===== config.mk =====
export PLATFORM = sky130hd
export DESIGN_NAME = calendar_minute_adder
export DESIGN_NICKNAME = d
export VERILOG_FILES = /design/src/rtl/cma_pkg.sv /design/src/rtl/calendar_minute_adder.sv
export VERILOG_INCLUDE_DIRS = /design/src /design/src/rtl
export SDC_FILE = /design/constraint.sdc
export NUM_CORES = 1
export LEC_CHECK = 0
export BUFFER_PORTS_ARGS = -buffer_cell sky130_fd_sc_hd__buf_2
export CORE_AREA = 5 5 313 162
export CTS_BUF_LIST = sky130_fd_sc_hd__clkbuf_4 sky130_fd_sc_hd__clkbuf_8
export CTS_CLUSTER_DIAMETER = 40
export DETAILED_ROUTE_END_ITERATION = 7
export DIE_AREA = 0 0 318 167
export SYNTH_ARGS = -nofsm -noshare
export SYNTH_HDL_FRONTEND = slang
export SYNTH_SLANG_ARGS = --single-unit
export TNS_END_PERCENT = 10

===== constraint.sdc =====
create_clock -name clk -period 16.3 [get_ports clk]
set_input_delay 3.26 -clock clk [delete_from_list [all_inputs] [get_ports clk]]
set_output_delay 3.26 -clock clk [all_outputs]
set_load 0.1 [all_outputs]

===== src/rtl/assert_macros.svh =====
// assertion macros shared by the rtl
`ifndef ASSERT_MACROS_SVH
`define ASSERT_MACROS_SVH

`ifndef NO_ASSERTIONS

`define CMA_ASSERT(lbl, clk, rstn, prop, msg) \
  lbl: assert property (@(posedge clk) disable iff (!(rstn)) prop) else $error(msg);

`define CMA_ASSERT_NR(lbl, clk, prop, msg) \
  lbl: assert property (@(posedge clk) prop) else $error(msg);

`else

`define CMA_ASSERT(lbl, clk, rstn, prop, msg)

`define CMA_ASSERT_NR(lbl, clk, prop, msg)

`endif

`endif


===== src/rtl/cma_pkg.sv =====
package cma_pkg;

  localparam int ADD_WIDTH_DEF  = 16;
  localparam int YEAR_WIDTH_DEF = 16;

  localparam logic [8:0] MIN_PER_HOUR  = 9'd60;
  localparam logic [8:0] HOUR_PER_DAY  = 9'd24;
  localparam logic [8:0] DAY_PER_YEAR  = 9'd365;
  localparam logic [8:0] DAY_PER_WEEK  = 9'd7;
  localparam logic [3:0] MONTH_PER_YR  = 4'd12;

  localparam logic CMD_LOAD = 1'b0;
  localparam logic CMD_ADD  = 1'b1;

  function automatic logic [4:0] month_len(input logic [3:0] m);
    logic [4:0] len;
    case (m)
      4'd2:                      len = 5'd28;
      4'd4, 4'd6, 4'd9, 4'd11:   len = 5'd30;
      default:                   len = 5'd31;
    endcase
    return len;
  endfunction

endpackage


===== src/rtl/calendar_minute_adder.sv =====
// channel | dir | tdata fields (low bit up)                               | tuser
// in_     | in  | day 5, month 4, year 16, hour 5, minute 6, weekday 3,   | command 1
//         |     | added_minutes 16, pad 1                                 |
// out_    | out | day 5, month 4, year 16, hour 5, minute 6, weekday 3,   | -
//         |     | pad 1                                                   |
// a load item goes from idle to the done state; an add item is accepted, then runs
// four divisions by a constant (60, 24, 365, 7) on the shared multiplier, then the
// month walk, one month per cycle, and then the done state hands off the result
// in_tready is high only while the sequencer is idle; a result waits in the output
// register, the next item is taken meanwhile and holds its result until that frees
// synchronous active-low reset gives 00:00, day 1, month 1, year 0, weekday 0
`include "assert_macros.svh"

module calendar_minute_adder
  import cma_pkg::*;
#(
  parameter int ADD_WIDTH  = ADD_WIDTH_DEF,
  parameter int YEAR_WIDTH = YEAR_WIDTH_DEF
) (
  input  logic        clk,
  input  logic        rst_n,
  input  logic        in_tvalid,
  output logic        in_tready,
  // load_day, load_month, load_year, load_hour, load_minute, load_weekday,
  // added_minutes
  input  logic [55:0] in_tdata,
  // command
  input  logic        in_tuser,
  output logic        out_tvalid,
  input  logic        out_tready,
  // cur_day, cur_month, cur_year, cur_hour, cur_minute, cur_weekday
  output logic [39:0] out_tdata
);

  // only the low AW bits (ADD_WIDTH, at most 16) of the added minutes reach the block
  localparam int AW = (ADD_WIDTH < 16) ? ADD_WIDTH : 16;
  localparam int XW = AW + 1;
  localparam int PW = 2 * XW;

  // floor(2^XW / d): the estimate is the quotient or one below it
  localparam logic [XW-1:0] RCP_MIN = XW'((1 << XW) / int'(MIN_PER_HOUR));
  localparam logic [XW-1:0] RCP_HR  = XW'((1 << XW) / int'(HOUR_PER_DAY));
  localparam logic [XW-1:0] RCP_YR  = XW'((1 << XW) / int'(DAY_PER_YEAR));
  localparam logic [XW-1:0] RCP_WD  = XW'((1 << XW) / int'(DAY_PER_WEEK));

  typedef enum logic [2:0] {
    ST_IDLE,
    ST_MUL_RCP,
    ST_MUL_BACK,
    ST_FIX,
    ST_WALK,
    ST_DONE
  } state_t;

  typedef enum logic [1:0] {
    OP_MIN,
    OP_HR,
    OP_YR,
    OP_WD
  } div_op_t;

  state_t                  state_r, state_nxt;
  div_op_t                 op_r, op_nxt;
  logic [5:0]              minute_r, minute_nxt;
  logic [4:0]              hour_r, hour_nxt;
  logic [4:0]              day_r, day_nxt;
  logic [3:0]              month_r, month_nxt;
  logic [YEAR_WIDTH-1:0]   year_r, year_nxt;
  logic [2:0]              weekday_r, weekday_nxt;
  logic [XW-1:0]           dvd_r, dvd_nxt;
  logic [XW-1:0]           q_r, q_nxt;
  logic [XW-1:0]           back_r, back_nxt;
  logic [XW-1:0]           days_r, days_nxt;
  logic [8:0]              walk_r, walk_nxt;
  logic                    out_valid_r, out_valid_nxt;
  logic [39:0]             out_data_r, out_data_nxt;

  logic [8:0]              div_k;
  logic [XW-1:0]           rcp_k;
  logic [XW-1:0]           mul_a;
  logic [XW-1:0]           mul_b;
  logic [PW-1:0]           mul_p;
  logic [XW-1:0]           r_hat;
  logic                    fits;
  logic [8:0]              rem_fix;
  logic [XW-1:0]           quo_fix;
  logic [4:0]              cur_len;

  logic [4:0]              ld_day;
  logic [3:0]              ld_month;
  logic [15:0]             ld_year;
  logic [4:0]              ld_hour;
  logic [5:0]              ld_minute;
  logic [2:0]              ld_weekday;
  logic [15:0]             ld_added;

  assign ld_day     = in_tdata[4:0];
  assign ld_month   = in_tdata[8:5];
  assign ld_year    = in_tdata[24:9];
  assign ld_hour    = in_tdata[29:25];
  assign ld_minute  = in_tdata[35:30];
  assign ld_weekday = in_tdata[38:36];
  assign ld_added   = in_tdata[54:39];

  always_comb begin
    unique case (op_r)
      OP_MIN: begin
        div_k = MIN_PER_HOUR;
        rcp_k = RCP_MIN;
      end
      OP_HR: begin
        div_k = HOUR_PER_DAY;
        rcp_k = RCP_HR;
      end
      OP_YR: begin
        div_k = DAY_PER_YEAR;
        rcp_k = RCP_YR;
      end
      default: begin
        div_k = DAY_PER_WEEK;
        rcp_k = RCP_WD;
      end
    endcase
  end

  // shared multiplier: reciprocal estimate, then estimate times divisor
  assign mul_a   = (state_r == ST_MUL_RCP) ? dvd_r : q_r;
  assign mul_b   = (state_r == ST_MUL_RCP) ? rcp_k : XW'(div_k);
  assign mul_p   = PW'(mul_a) * PW'(mul_b);

  // one correction step on the estimate
  assign r_hat   = dvd_r - back_r;
  assign fits    = r_hat >= XW'(div_k);
  assign rem_fix = fits ? 9'(r_hat - XW'(div_k)) : 9'(r_hat);
  assign quo_fix = fits ? q_r + XW'(1) : q_r;
  assign cur_len = month_len(month_r);

  assign in_tready  = state_r == ST_IDLE;
  assign out_tvalid = out_valid_r;
  assign out_tdata  = out_data_r;

  always_comb begin
    state_nxt     = state_r;
    op_nxt        = op_r;
    minute_nxt    = minute_r;
    hour_nxt      = hour_r;
    day_nxt       = day_r;
    month_nxt     = month_r;
    year_nxt      = year_r;
    weekday_nxt   = weekday_r;
    dvd_nxt       = dvd_r;
    q_nxt         = q_r;
    back_nxt      = back_r;
    days_nxt      = days_r;
    walk_nxt      = walk_r;
    out_valid_nxt = out_valid_r && !out_tready;
    out_data_nxt  = out_data_r;

    unique case (state_r)
      ST_IDLE: begin
        if (in_tvalid) begin
          if (in_tuser == CMD_LOAD) begin
            day_nxt     = (ld_day == 5'd0) ? 5'd1 : ld_day;
            month_nxt   = (ld_month == 4'd0) ? 4'd1 :
                          (ld_month > MONTH_PER_YR) ? MONTH_PER_YR : ld_month;
            year_nxt    = YEAR_WIDTH'(ld_year);
            hour_nxt    = (ld_hour > 5'd23) ? 5'd23 : ld_hour;
            minute_nxt  = (ld_minute > 6'd59) ? 6'd59 : ld_minute;
            weekday_nxt = (ld_weekday == 3'd7) ? 3'd6 : ld_weekday;
            state_nxt   = ST_DONE;
          end else begin
            dvd_nxt   = XW'(minute_r) + XW'(ld_added[AW-1:0]);
            op_nxt    = OP_MIN;
            state_nxt = ST_MUL_RCP;
          end
        end
      end
      ST_MUL_RCP: begin
        q_nxt     = mul_p[PW-1:XW];
        state_nxt = ST_MUL_BACK;
      end
      ST_MUL_BACK: begin
        back_nxt  = mul_p[XW-1:0];
        state_nxt = ST_FIX;
      end
      ST_FIX: begin
        state_nxt = ST_MUL_RCP;
        case (op_r)
          OP_MIN: begin
            minute_nxt = rem_fix[5:0];
            dvd_nxt    = XW'(hour_r) + quo_fix;
            op_nxt     = OP_HR;
          end
          OP_HR: begin
            hour_nxt = rem_fix[4:0];
            days_nxt = quo_fix;
            dvd_nxt  = quo_fix;
            op_nxt   = OP_YR;
          end
          OP_YR: begin
            year_nxt = year_r + YEAR_WIDTH'(quo_fix);
            walk_nxt = 9'(day_r) + rem_fix;
            dvd_nxt  = XW'(weekday_r) + days_r;
            op_nxt   = OP_WD;
          end
          default: begin
            weekday_nxt = rem_fix[2:0];
            state_nxt   = ST_WALK;
          end
        endcase
      end
      ST_WALK: begin
        if (walk_r > 9'(cur_len)) begin
          walk_nxt = walk_r - 9'(cur_len);
          if (month_r >= MONTH_PER_YR) begin
            month_nxt = 4'd1;
            year_nxt  = year_r + YEAR_WIDTH'(1);
          end else begin
            month_nxt = month_r + 4'd1;
          end
        end else begin
          day_nxt   = walk_r[4:0];
          state_nxt = ST_DONE;
        end
      end
      ST_DONE: begin
        if (!out_valid_r || out_tready) begin
          out_valid_nxt = 1'b1;
          out_data_nxt  = {1'b0, weekday_r, minute_r, hour_r, 16'(year_r), month_r, day_r};
          state_nxt     = ST_IDLE;
        end
      end
      default: state_nxt = ST_IDLE;
    endcase
  end

  always_ff @(posedge clk) begin
    if (!rst_n) begin
      state_r     <= ST_IDLE;
      op_r        <= OP_MIN;
      minute_r    <= '0;
      hour_r      <= '0;
      day_r       <= 5'd1;
      month_r     <= 4'd1;
      year_r      <= '0;
      weekday_r   <= '0;
      out_valid_r <= 1'b0;
    end else begin
      state_r     <= state_nxt;
      op_r        <= op_nxt;
      minute_r    <= minute_nxt;
      hour_r      <= hour_nxt;
      day_r       <= day_nxt;
      month_r     <= month_nxt;
      year_r      <= year_nxt;
      weekday_r   <= weekday_nxt;
      out_valid_r <= out_valid_nxt;
    end
    dvd_r      <= dvd_nxt;
    q_r        <= q_nxt;
    back_r     <= back_nxt;
    days_r     <= days_nxt;
    walk_r     <= walk_nxt;
    out_data_r <= out_data_nxt;
  end

  `CMA_ASSERT(a_month_range, clk, rst_n, (month_r >= 4'd1 && month_r <= MONTH_PER_YR), "month out of range")
  `CMA_ASSERT(a_time_range, clk, rst_n, (minute_r <= 6'd59 && hour_r <= 5'd23), "time out of range")
  `CMA_ASSERT(a_weekday_range, clk, rst_n, (weekday_r != 3'd7), "weekday out of range")
  `CMA_ASSERT(a_back_le_dvd, clk, rst_n, ((state_r == ST_FIX) |-> (back_r <= dvd_r)), "quotient estimate too large")
  `CMA_ASSERT(a_out_hold, clk, rst_n, ((out_tvalid && !out_tready) |=> (out_tvalid && $stable(out_tdata))), "result changed while waiting")
  `CMA_ASSERT_NR(a_reset_idle, clk, (!rst_n |=> state_r == ST_IDLE && !out_valid_r), "reset left block busy")

endmodule

==> metrics.txt <==
hold path start=year_r[8]$_SDFFE_PN0P_; Main synth FF type=edfxtp_1; Clock transition at path regs=100 ps; fraction of the mapped netlist area in adder cells=0.3206; Simple-Gate Fraction of Synth Area=0.1619; Design Area, Final=0.02038 mm^2; Bufs on Longest Clock Path=2; largest family of logic cells by synthesized area=adder cells; Final TNS setup=0 ps; FF/Latch Area=0.004384 mm^2; Num Clock Sinks=about 160; Worst R2R Setup Slack=6090 ps; Pre-Repair DR Iteration Count=6; first-pass GRT wire length=between 80 and 90 mm; WL final=56.17 mm; count of cell types in the netlist=86; Fmax achieved=about 98 MHz; layout cell share with drive strength beyond 1=0.09062; M1 wire length=29.52 mm; largest net degree at the start of global routing=between 60 and 70; status=finished, final reports clean; Clock Latency Late Sink=500 ps; antenna fix cells=0; core outline area=0.04771 mm^2; Post-Syn Area=0.01881 mm^2; Remaining DRCs=0; final antenna-violating net count=0; Tmin final=10210 ps; met2 routed wirelength=20.41 mm; initial antenna violation count=0; Seq/Total Area, Yosys=0.2331; CP endpoint kind=flop; clock root buffer=clkbuf_8; worst path required time=16540 ps; DR iter-0 viols=around 1500; Clock Skew=22.46 ps; TritonCTS buffer count=17; Tcrit/Tclk final=0.6261; vias in the first global route=about 15000; Multi-input gate area=between 0.01 and 0.015 mm^2; most frequent cells in the layout=340 x inv_1, 210 x ha_1, 200 x nor2_1, 170 x fa_1, 169 x nand2_1; number of synthesized register bits=161; vias=roughly 15000; H-tree Lvls=4; Slew headroom=0.1534; die width=roughly 320 um; Crit Path Max Fanout=36; most common cell after layout, fill and taps aside=inv_1; HPWL Detailed=46.46 mm; RSZ-0062 raised after global routing=false; met3 wire length=5.857 mm; area post-placement=0.02000 mm^2; Nets=2613; max-cap violation count=0; Hold Path Sink=out_tdata[17]$_DFFE_PP_; Die ar.=0.05311 mm^2; area growth from synthesis to layout=8.320%; crit path DAT=around 10000 ps; complex-gate fraction of the synthesized area=0.1280; Crit Path Class=flop to flop; CTS tree=done; Worst-Margin Slew=1270 ps; worst hold path class=flop to flop; num rows=57; # hold bufs at CTS=0; endpoints failing hold=0; Final Max Tran Viols=0; asr flop ratio synth=0; IO buf count=100; Initial Utilization=0.3943; total grt overflow=0; WHS Path Cells=0; Post-CTS Repair Setup Buffers=0; Post-Synthesis Net Count=2543; Post-synth EDFFs=116; R2R Path End=q_r[14]$_DFFE_PN_; post-cts sizing count=0; GRT Util Overall=0.2102; GP Congestion=approximately 0.95; final setup fails=0; r2r worst-path depth=23; Mapped Cells=2102; Ports=roughly 100; top layer in use=met4; Avg Inst Size Synth=8.949 um^2; wire per inst=19.82 um; Startpoint Class=flop; mux cell area share after synthesis=0.01636; die height=167 um; vias per cell=5.391; reg2reg start=state_r[0]$_SDFFE_PN0P_; Warnings, synthesis=0; FILL cells=around 4700; XOR/XNOR Fraction of Synth Area=0.05620
## final cells by class
type	instances	share of cell area
clock buffer	18	0.01185
clock inverter	14	0.006509
inverter	345	0.06355
multi-input combinational	1530	0.6323
sequential	161	0.2152
tap	649	0.03985
timing repair buffer	117	0.03082
## registers in the layout (all words and copies together), names as in the netlist
register	cells
out_tdata	39
back_r	17
days_r	17
dvd_r	17
q_r	17
year_r	16
walk_r	9
minute_r	6
day_r	5
hour_r	5
month_r	4
state_r	3
weekday_r	3
op_r	2
out_tvalid	1
## cell usage after synthesis (7+ instances only)
| master | instances | share of area |
|---|---|---|
| or3_1 | 17 | 0.0057 |
| a311oi_1 | 9 | 0.0042 |
| nand2b_1 | 20 | 0.0067 |
| a211oi_1 | 12 | 0.0048 |
| a31oi_1 | 13 | 0.0043 |
| nand2_1 | 169 | 0.034 |
| a221oi_1 | 13 | 0.0061 |
| o22ai_1 | 11 | 0.0037 |
| xnor2_1 | 75 | 0.035 |
| o211ai_1 | 12 | 0.0048 |
| inv_1 | 340 | 0.068 |
| dfxtp_1 | 45 | 0.048 |
| nand3_1 | 34 | 0.0090 |
| xor2_1 | 42 | 0.020 |
| a21boi_0 | 7 | 0.0028 |
| a21o_1 | 37 | 0.015 |
| and3_1 | 66 | 0.022 |
| mux2i_1 | 26 | 0.014 |
| o21ai_0 | 61 | 0.016 |
| clkbuf_1 | 55 | 0.011 |
| and2_1 | 15 | 0.0050 |
| nor2b_1 | 17 | 0.0057 |
| o31ai_1 | 9 | 0.0036 |
| o21a_1 | 8 | 0.0032 |
| nor2_1 | 201 | 0.040 |
| nor3_1 | 35 | 0.0093 |
| edfxtp_1 | 116 | 0.19 |
| fa_1 | 170 | 0.18 |
| or2_2 | 17 | 0.0057 |
| ha_1 | 210 | 0.14 |
| a21oi_1 | 113 | 0.030 |
| o21bai_1 | 11 | 0.0044 |
| nand4_1 | 9 | 0.0030 |
## worst max-delay path: stages, from the launching register on
cell       delay (ps)
dfxtp_1           530
or3b_2            810
inv_2             380
buf_4             470
mux2i_1          1050
nor2_1            150
fa_1              560
inv_1              60
fa_1              520
fa_1              510
inv_1              50
fa_1              480
fa_1              570
fa_1              520
ha_1              370
a211o_1           370
a2111oi_0         620
o31ai_1           400
nor4_1            580
or3_1             260
a31oi_1           170
a21o_1            230
a21oi_1           170
xnor2_1            70
## cell families after synthesis
logic type,count (synthesis)
compound gates,365
xor+xnor,119
fa+ha+maj,380
buf+inv,411
flops,161
mux,30
other cells,1
simple gates,635
## worst max path at each step
stage	start	to	slack, ps	cells past startpoint
2_1_floorplan	state_r[2]$_SDFFE_PN0P_	q_r[14]$_DFFE_PN_	8320	26
3_3_place_gp	state_r[0]$_SDFFE_PN0P_	q_r[14]$_DFFE_PN_	6400	23
3_5_place_dp	state_r[0]$_SDFFE_PN0P_	q_r[14]$_DFFE_PN_	6370	23
4_1_cts	state_r[0]$_SDFFE_PN0P_	q_r[14]$_DFFE_PN_	6290	25
5_1_grt	state_r[0]$_SDFFE_PN0P_	q_r[14]$_DFFE_PN_	5590	26
6_report	state_r[0]$_SDFFE_PN0P_	q_r[14]$_DFFE_PN_	6090	23
## metrics by stage
step / setup WS, ps / hold slack [ps] / instances / util
floorplan: 8318 / 406.4 / 2102 / -
global placement: 6399 / 450.5 / 2802 / 0.4192
detailed placement: 6372 / 452.5 / 2802 / 0.4192
CTS: 6293 / 477.2 / 2834 / 0.4271
global route: 5586 / 489.5 / 2834 / 0.4271
finish: 6094 / 478.3 / 2834 / 0.4271
## metal layers
layer,GRT usage,vias to the layer above
met5,0,-
met4,0.02675,0
met3,0.06646,30
met2,0.2627,566
met1,0.3494,7478
li1,-,7205
Power is left out: the tool's default activity adds up to more than one toggle a clock period on the data nets, which glitch-free logic cannot reach.
